## src/rtl/core/brse_pkg.sv

```systemverilog
package brse_pkg;

  localparam int PIX_BITS = 8;
  localparam int GAP_BITS = 8;
  localparam int ADDR_BITS = 3;
  localparam int DATA_BITS = 32;

  localparam logic [PIX_BITS-1:0] SET_VALUE = 8'd255;

  // register byte addresses
  localparam logic [ADDR_BITS-1:0] ADDR_GAP_LIMIT = 3'd0;

  localparam logic [GAP_BITS-1:0] GAP_LIMIT_RESET = 8'd3;

  // what one queued record carries: a closed segment, a flush, or both
  typedef struct packed {
    logic has_a;    // closed segment in the A slot
    logic has_b;    // frame-end flush in the B slot
    logic b_empty;  // flush is the empty-frame marker
  } hdr_t;

endpackage

```

## src/rtl/core/brse_front.sv

```systemverilog
module brse_front #(
  parameter int COORD_BITS = 12
) (
  input  logic                            clk,
  input  logic                            rst,
  input  logic [brse_pkg::GAP_BITS-1:0]   gap_limit,
  input  logic                            accept,
  input  logic [brse_pkg::PIX_BITS-1:0]   pixel_value,
  input  logic [COORD_BITS-1:0]           col,
  input  logic [COORD_BITS-1:0]           row,
  input  logic                            frame_end,
  output logic                            rec_valid,
  output brse_pkg::hdr_t                  rec_hdr,
  output logic [COORD_BITS-1:0]           a_row,
  output logic [COORD_BITS-1:0]           a_start,
  output logic [COORD_BITS:0]             a_count,
  output logic [COORD_BITS-1:0]           b_row,
  output logic [COORD_BITS-1:0]           b_start,
  output logic [COORD_BITS:0]             b_count,
  output logic                            have_open_o
);

  localparam int DW = (COORD_BITS > brse_pkg::GAP_BITS) ? COORD_BITS : brse_pkg::GAP_BITS;
  localparam logic [COORD_BITS:0] CNT_MAX = {(COORD_BITS+1){1'b1}};

  logic                  have_open;
  logic [COORD_BITS-1:0] prev_col;
  logic [COORD_BITS-1:0] open_row;
  logic [COORD_BITS-1:0] open_start;
  logic [COORD_BITS:0]   open_count;

  logic                  have_open_next;
  logic [COORD_BITS-1:0] open_row_next;
  logic [COORD_BITS-1:0] open_start_next;
  logic [COORD_BITS:0]   open_count_next;

  logic                  is_set;
  logic [COORD_BITS-1:0] diff;
  logic                  join_seg;
  logic                  closing;

  always_comb begin
    is_set = (pixel_value == brse_pkg::SET_VALUE);
    diff = (col >= prev_col) ? (col - prev_col) : (prev_col - col);
    join_seg = have_open && (row == open_row) && (DW'(diff) <= DW'(gap_limit));
    closing = is_set && have_open && !join_seg;

    have_open_next = have_open | is_set;
    open_row_next = open_row;
    open_start_next = open_start;
    open_count_next = open_count;
    if (is_set) begin
      if (join_seg) begin
        if (open_count != CNT_MAX) begin
          open_count_next = open_count + 1'b1;
        end
      end else begin
        open_row_next = row;
        open_start_next = col;
        open_count_next = {{COORD_BITS{1'b0}}, 1'b1};
      end
    end
  end

  always_comb begin
    rec_hdr.has_a = closing;
    rec_hdr.has_b = frame_end;
    rec_hdr.b_empty = !have_open_next;
    rec_valid = accept && (closing || frame_end);
    a_row = open_row;
    a_start = open_start;
    a_count = open_count;
    b_row = have_open_next ? open_row_next : '0;
    b_start = have_open_next ? open_start_next : '0;
    b_count = have_open_next ? open_count_next : '0;
  end

  assign have_open_o = have_open;

  always_ff @(posedge clk) begin
    if (rst) begin
      have_open <= 1'b0;
      prev_col <= '0;
      open_row <= '0;
      open_start <= '0;
      open_count <= '0;
    end else if (accept) begin
      if (frame_end) begin
        have_open <= 1'b0;
        prev_col <= '0;
        open_row <= '0;
        open_start <= '0;
        open_count <= '0;
      end else begin
        have_open <= have_open_next;
        open_row <= open_row_next;
        open_start <= open_start_next;
        open_count <= open_count_next;
        if (is_set) begin
          prev_col <= col;
        end
      end
    end
  end

endmodule

```

## src/rtl/core/brse_fifo.sv

```systemverilog
module brse_fifo #(
  parameter int WIDTH = 8,
  parameter int DEPTH = 4
) (
  input  logic             clk,
  input  logic             rst,
  input  logic             wr_en,
  input  logic [WIDTH-1:0] wr_data,
  input  logic             rd_en,
  output logic [WIDTH-1:0] rd_data,
  output logic             full,
  output logic             empty
);

  localparam int PW = (DEPTH > 1) ? $clog2(DEPTH) : 1;
  localparam int CW = $clog2(DEPTH + 1);
  localparam logic [PW-1:0] LAST_PTR = PW'(DEPTH - 1);
  localparam logic [CW-1:0] FULL_CNT = CW'(DEPTH);

  logic [WIDTH-1:0] entries [DEPTH];
  logic [PW-1:0]    wptr;
  logic [PW-1:0]    rptr;
  logic [CW-1:0]    count;

  assign full = (count == FULL_CNT);
  assign empty = (count == '0);
  assign rd_data = entries[rptr];

  always_ff @(posedge clk) begin
    if (wr_en) begin
      entries[wptr] <= wr_data;
    end
  end

  always_ff @(posedge clk) begin
    if (rst) begin
      wptr <= '0;
      rptr <= '0;
      count <= '0;
    end else begin
      if (wr_en) begin
        wptr <= (wptr == LAST_PTR) ? '0 : wptr + 1'b1;
      end
      if (rd_en) begin
        rptr <= (rptr == LAST_PTR) ? '0 : rptr + 1'b1;
      end
      if (wr_en && !rd_en) begin
        count <= count + 1'b1;
      end else if (!wr_en && rd_en) begin
        count <= count - 1'b1;
      end
    end
  end

endmodule

```

## src/rtl/core/brse_back.sv

```systemverilog
module brse_back #(
  parameter int COORD_BITS = 12
) (
  input  logic                  clk,
  input  logic                  rst,
  input  logic                  q_empty,
  input  brse_pkg::hdr_t        q_hdr,
  input  logic [COORD_BITS-1:0] q_a_row,
  input  logic [COORD_BITS-1:0] q_a_start,
  input  logic [COORD_BITS:0]   q_a_count,
  input  logic [COORD_BITS-1:0] q_b_row,
  input  logic [COORD_BITS-1:0] q_b_start,
  input  logic [COORD_BITS:0]   q_b_count,
  output logic                  q_rd,
  input  logic                  pop,
  output logic                  empty,
  output logic [COORD_BITS-1:0] seg_row,
  output logic [COORD_BITS-1:0] seg_start,
  output logic [COORD_BITS:0]   seg_count,
  output logic                  frame_empty,
  output logic                  last
);

  // set once the A result of the head record has been transferred while its B result remains
  logic sub;
  logic show_a;
  logic take;

  always_comb begin
    show_a = q_hdr.has_a && !sub;
    take = pop && !q_empty;
    empty = q_empty;
    seg_row = show_a ? q_a_row : q_b_row;
    seg_start = show_a ? q_a_start : q_b_start;
    seg_count = show_a ? q_a_count : q_b_count;
    frame_empty = !show_a && q_hdr.b_empty;
    last = show_a ? !q_hdr.has_b : 1'b1;
    q_rd = take && !(show_a && q_hdr.has_b);
  end

  always_ff @(posedge clk) begin
    if (rst) begin
      sub <= 1'b0;
    end else if (take) begin
      sub <= show_a && q_hdr.has_b;
    end
  end

endmodule

```

## src/rtl/core/binary_row_segment_extractor_core.sv

```systemverilog
// Channel   Handshake                 Payload
// input     push / full               pixel_value, col, row, frame_end
// result    empty / pop               seg_row, seg_start, seg_count, frame_empty, last
// config    psel/penable/pwrite/...   paddr, pwdata, prdata (gap_limit at 0x0)
//
// One pixel is taken per cycle while full is low; segment state updates in the
// cycle of the transfer. Records with results go to a QDEPTH-entry queue; the
// result side drains one result per cycle, so a pixel with a closed segment and a
// flush takes two pops. full rises only when the queue holds QDEPTH records;
// pixels with no result never enter the queue. rst is synchronous: segment state
// and queue cleared, gap_limit back to 3.
module binary_row_segment_extractor_core #(
  parameter int COORD_BITS = 12,
  parameter int QDEPTH = 4
) (
  input  logic                                clk,
  input  logic                                rst,
  input  logic                                push,
  output logic                                full,
  input  logic [brse_pkg::PIX_BITS-1:0]       pixel_value,
  input  logic [COORD_BITS-1:0]               col,
  input  logic [COORD_BITS-1:0]               row,
  input  logic                                frame_end,
  output logic                                empty,
  input  logic                                pop,
  output logic [COORD_BITS-1:0]               seg_row,
  output logic [COORD_BITS-1:0]               seg_start,
  output logic [COORD_BITS:0]                 seg_count,
  output logic                                frame_empty,
  output logic                                last,
  input  logic                                psel,
  input  logic                                penable,
  input  logic                                pwrite,
  input  logic [brse_pkg::ADDR_BITS-1:0]      paddr,
  input  logic [brse_pkg::DATA_BITS-1:0]      pwdata,
  output logic [brse_pkg::DATA_BITS-1:0]      prdata,
  output logic                                pready
);

  localparam int SEGW = 3 * COORD_BITS + 1;
  localparam int HW = $bits(brse_pkg::hdr_t);
  localparam int RECW = HW + 2 * SEGW;

  logic [brse_pkg::GAP_BITS-1:0] gap_limit;
  logic                          accept;
  logic                          rec_valid;
  brse_pkg::hdr_t                rec_hdr;
  logic [COORD_BITS-1:0]         a_row;
  logic [COORD_BITS-1:0]         a_start;
  logic [COORD_BITS:0]           a_count;
  logic [COORD_BITS-1:0]         b_row;
  logic [COORD_BITS-1:0]         b_start;
  logic [COORD_BITS:0]           b_count;
  logic                          have_open;
  logic [RECW-1:0]               wr_rec;
  logic [RECW-1:0]               rd_rec;
  logic                          q_rd;
  logic                          q_empty;
  brse_pkg::hdr_t                q_hdr;

  assign pready = 1'b1;
  assign accept = push && !full;

  always_ff @(posedge clk) begin
    if (rst) begin
      gap_limit <= brse_pkg::GAP_LIMIT_RESET;
    end else if (psel && penable && pwrite && pready && paddr == brse_pkg::ADDR_GAP_LIMIT) begin
      gap_limit <= pwdata[brse_pkg::GAP_BITS-1:0];
    end
  end

  assign prdata = (paddr == brse_pkg::ADDR_GAP_LIMIT) ?
                  brse_pkg::DATA_BITS'(gap_limit) : '0;

  brse_front #(.COORD_BITS(COORD_BITS)) u_front (
    .clk        (clk),
    .rst        (rst),
    .gap_limit  (gap_limit),
    .accept     (accept),
    .pixel_value(pixel_value),
    .col        (col),
    .row        (row),
    .frame_end  (frame_end),
    .rec_valid  (rec_valid),
    .rec_hdr    (rec_hdr),
    .a_row      (a_row),
    .a_start    (a_start),
    .a_count    (a_count),
    .b_row      (b_row),
    .b_start    (b_start),
    .b_count    (b_count),
    .have_open_o(have_open)
  );

  assign wr_rec = {rec_hdr, a_row, a_start, a_count, b_row, b_start, b_count};

  brse_fifo #(.WIDTH(RECW), .DEPTH(QDEPTH)) u_queue (
    .clk    (clk),
    .rst    (rst),
    .wr_en  (rec_valid),
    .wr_data(wr_rec),
    .rd_en  (q_rd),
    .rd_data(rd_rec),
    .full   (full),
    .empty  (q_empty)
  );

  assign q_hdr = brse_pkg::hdr_t'(rd_rec[RECW-1 -: HW]);

  brse_back #(.COORD_BITS(COORD_BITS)) u_back (
    .clk        (clk),
    .rst        (rst),
    .q_empty    (q_empty),
    .q_hdr      (q_hdr),
    .q_a_row    (rd_rec[2*SEGW-1 -: COORD_BITS]),
    .q_a_start  (rd_rec[2*SEGW-COORD_BITS-1 -: COORD_BITS]),
    .q_a_count  (rd_rec[SEGW+COORD_BITS:SEGW]),
    .q_b_row    (rd_rec[SEGW-1 -: COORD_BITS]),
    .q_b_start  (rd_rec[SEGW-COORD_BITS-1 -: COORD_BITS]),
    .q_b_count  (rd_rec[COORD_BITS:0]),
    .q_rd       (q_rd),
    .pop        (pop),
    .empty      (empty),
    .seg_row    (seg_row),
    .seg_start  (seg_start),
    .seg_count  (seg_count),
    .frame_empty(frame_empty),
    .last       (last)
  );

`ifndef SYNTHESIS
  // the empty-frame marker is always alone and carries a zero count
  a_marker_alone: assert property (@(posedge clk) disable iff (rst)
    (!empty && frame_empty) |-> (last && seg_count == '0))
    else $error("empty marker not final or nonzero count");

  // a real segment always holds at least one set pixel
  a_seg_nonzero: assert property (@(posedge clk) disable iff (rst)
    (!empty && !frame_empty) |-> (seg_count != '0))
    else $error("segment with zero count");

  // frame end leaves no segment open
  a_frame_clear: assert property (@(posedge clk) disable iff (rst)
    (accept && frame_end) |=> !have_open)
    else $error("segment still open after frame end");

  // a record is never written into a full queue
  a_no_overflow: assert property (@(posedge clk) disable iff (rst)
    rec_valid |-> (push && !full))
    else $error("record written without a pixel transfer");
`endif

endmodule
```

## config.mk

```make
export PLATFORM = sky130hd
export DESIGN_NAME = binary_row_segment_extractor_core
export DESIGN_NICKNAME = d
export VERILOG_FILES = /design/src/rtl/core/brse_pkg.sv /design/src/rtl/core/brse_front.sv /design/src/rtl/core/brse_fifo.sv /design/src/rtl/core/brse_back.sv /design/src/rtl/core/binary_row_segment_extractor_core.sv
export SDC_FILE = /design/constraint.sdc
export NUM_CORES = 1
export LEC_CHECK = 0
export BUFFER_PORTS_ARGS = -buffer_cell sky130_fd_sc_hd__buf_2
export CAP_MARGIN = 5
export CORE_UTILIZATION = 30
export DETAILED_ROUTE_END_ITERATION = 8
export PLACE_DENSITY = 0.54
export SYNTH_ARGS = -nofsm -noshare
export SYNTH_HDL_FRONTEND = slang
export SYNTH_SLANG_ARGS = --single-unit
```

## constraint.sdc

```tcl
create_clock -name clk -period 10.2 [get_ports clk]
set_input_delay 2.04 -clock clk [delete_from_list [all_inputs] [get_ports clk]]
set_output_delay 2.04 -clock clk [all_outputs]
set_load 0.05 [all_outputs]
```

==> results.ini <==
[status]
status = finished clean

[cells_and_area]
layout-drive-gt1-share_pct = 26.7
fillCellCount = 5268
diodes = 0
final_area_um2 = 19300
final_nets = 1295
area_growth_pct = 15.8

[min_path]
min_path_type = flop to flop

[global_route]
grt_pass1_wl_um = 57700
grt_pass1_vias = 9810
antenna_found_initial = 1
grt_use_total_pct = 13.4
use_met1_pct = 18.1
grt_max_degree = 64
use_met3_pct = 2.55
grt_overflow = 0
met2_usage_pct = 22.0
busiest_layer = met2

[timing]
worstMarginPinSlew_ps = 1030
finalHoldViolations = 0
max_freq_ghz = 0.132
timing.slew.headroom_pct = 31.3
setup-tns-final_ps = 0
fin_crit_ps = 7580
slew_viol_final = 0
fin_skew_ps = 22.9
setup_slack_ps = 2620
fin_crit_sh_pct = 74.3
setup_viol = 0
rsz0062_at_grt = false

[synth]
ys.flop_type = edfxtp_1
yosys.cell_count.top_type = edfxtp_1
synthMuxAreaShare_pct = 14.6
synth_top_area_share_pct = 55.5
yosysTopAreaCell = edfxtp_1
synth_xor_area_share_pct = 2.11
synth_async_sr_flop_share_pct = 0
ys_types = 75
synth_compound_area_share_pct = 6.36
synth_seq_cells = 376
synthTopCellsByCount = 308 x edfxtp_1, 77 x mux4_2, 68 x dfxtp_1
synth-edff-count = 308
synth_top_family_by_area = multiplexers
netlist_instances = 1074
synth_fa_ha_area_share_pct = 3.21
netlist_area_um2 = 16700
yosys.area_share.simple_pct = 6.32
avgSynthCellArea_um2 = 15.5
yosysSeqAreaShare_pct = 63.7
yosysWarningCount = 0
synth_top_cells_by_area = edfxtp_1 56%, mux4_2 10%, dfxtp_1 8.2%

[clocking]
clock-sinks = 376
holdBufCountCts = 0
htree_levels = 2
numCtsBuffers = 41
cts_tree = yes
path_clk_slew_ps = 60
clkLatencyLatePin_ps = 570
cts_root_buf = clkbuf_16
post_cts_resize_count = 0
cts.path.max_buffers = 3
post_cts_buffers = 0

[placed_design]
dpl.hpwl_um = 22800
gp_congestion = 0.786
place_area_um2 = 17900
io_buffers = 99
pre_cts_slack_ps = 2060

[worst_setup_path]
cp_slowest_cell = o31ai_4
cp-start-kind = input pin
required_ps = 10690
crit_type = input pin to flop
arrival_ps = 8070
path_max_fanout = 14
critPathCaptureType = flop
critPathMaxStageDelay_ps = 660

[power_and_ir_drop]
powerDensity_nw_per_um2 = 226
finalPower_mw = 4.37
ir_drop_uv = 114
leakage_nw = 6.38

[routing]
routed_via_density = 4.73
drc_errors = 0
wire_per_inst_um = 18.9
drt_iter0_drc = 548
drt-total-wl_um = 37100
vias = 9270
dr.pass1.iters = 4
postRouteAntennaNets = 0

[job]
maxCapViolCount = 0

[floorplanning]
rows = 86
fp.dieArea_um2 = 56500
ios = 149
start_util_pct = 30.3
fp.coreArea_um2 = 55000
die_w_um = 238
die_height_um = 238

## path summary, 6_finish.rpt
| kind | cells past startpoint | startpoint | slack (ps) | to |
|---|---|---|---|---|
| worst max-delay path | 29 | col[0] | 2620 | u_queue.count[2] |
| worst min-delay path | 2 | gap_limit[6] | 480 | gap_limit[6] |
| worst min register to register | 2 | gap_limit[6] | 480 | gap_limit[6] |
| worst max register to register | 27 | u_front.prev_col[0] | 3970 | u_queue.count[2] |
## metal layers
layer	vias to the layer above	routed length, µm
met5	-	0
met4	0	625
met3	48	1530
met2	208	17500
met1	4709	17400
li1	4305	-
## final cells by class
type	count	area, µm²	share of cell area (%)
Sequential cell	376	10600	55.0
Multi-Input combinational cell	601	5580	28.9
Clock buffer	51	1080	5.61
Tap cell	748	936	4.85
Timing Repair Buffer	116	623	3.23
Clock inverter	25	303	1.57
Inverter	43	161	0.836
## flip-flops by register name (all words and copies together), names as in the netlist, named ones only
name                 cells
u_front.have_open_o      1
u_front.a_start         12
u_back.sub               1
gap_limit                8
u_queue.count            3
u_queue.entries        308
u_front.a_count         13
u_front.prev_col        12
u_queue.wptr             2
u_queue.rptr             2
u_front.a_row           12
## layout by cell type (no fill, tap or decap), types with 3 or more instances in the layout
| cell type | count |
|---|---|
| a21o_1 | 5 |
| a21oi_1 | 28 |
| a21oi_2 | 3 |
| a22o_1 | 24 |
| a22oi_1 | 12 |
| and2_1 | 13 |
| and3_1 | 4 |
| buf_2 | 99 |
| buf_4 | 17 |
| bufinv_16 | 5 |
| clkbuf_1 | 8 |
| clkbuf_16 | 41 |
| clkinv_1 | 9 |
| clkinv_2 | 4 |
| conb_1 | 25 |
| dfxtp_1 | 66 |
| edfxtp_1 | 308 |
| fa_1 | 3 |
| ha_1 | 38 |
| inv_1 | 43 |
| mux2_2 | 39 |
| mux2i_1 | 23 |
| mux4_2 | 77 |
| nand2_1 | 49 |
| nand3_1 | 12 |
| nand4_1 | 14 |
| nor2_1 | 65 |
| nor2b_1 | 6 |
| nor2b_4 | 4 |
| nor3_1 | 16 |
| nor4_1 | 4 |
| o211ai_1 | 4 |
| o21ai_0 | 33 |
| o22ai_1 | 3 |
| xnor2_1 | 20 |
| xor2_1 | 17 |
## metrics by stage
| step | hold slack [ps] | util [%] | instances |
|---|---|---|---|
| global route | 499 | 35.1 | 1960 |
| CTS | 482 | 35.1 | 1960 |
| detailed placement | 472 | 32.6 | 1884 |
| floorplan | 445 | - | 1097 |
| finish | 481 | 35.1 | 1960 |
| global placement | 470 | 32.6 | 1884 |
## worst max-delay path: cells and delay by family
family / cells / cell delay [ps]
compound gates: 11 / 2660
mux: 1 / 440
buf+inv: 5 / 450
xor+xnor: 2 / 260
fa+ha+maj: 5 / 1280
simple gates: 5 / 900
## where the power goes
part,total [mW],internal [mW],switching [mW]
Combinational,1.12,0.414,0.702
Clock,1.51,0.891,0.617
Sequential,1.75,1.71,0.0333
## logic make-up (layout without fill, tap and decap cells)
family                   count (synthesis)  after routing
AO/OA/AOI/OAI                          146            146
flip-flops                             376            376
multiplexers                           141            141
buffers and inverters                  120            235
AND/OR/NAND/NOR                        210            210
adder cells (fa/ha/maj)                 41             41
XOR/XNOR                                38             38
other                                    2             25
No activity file was read; power rests on OpenSTA's default activity.
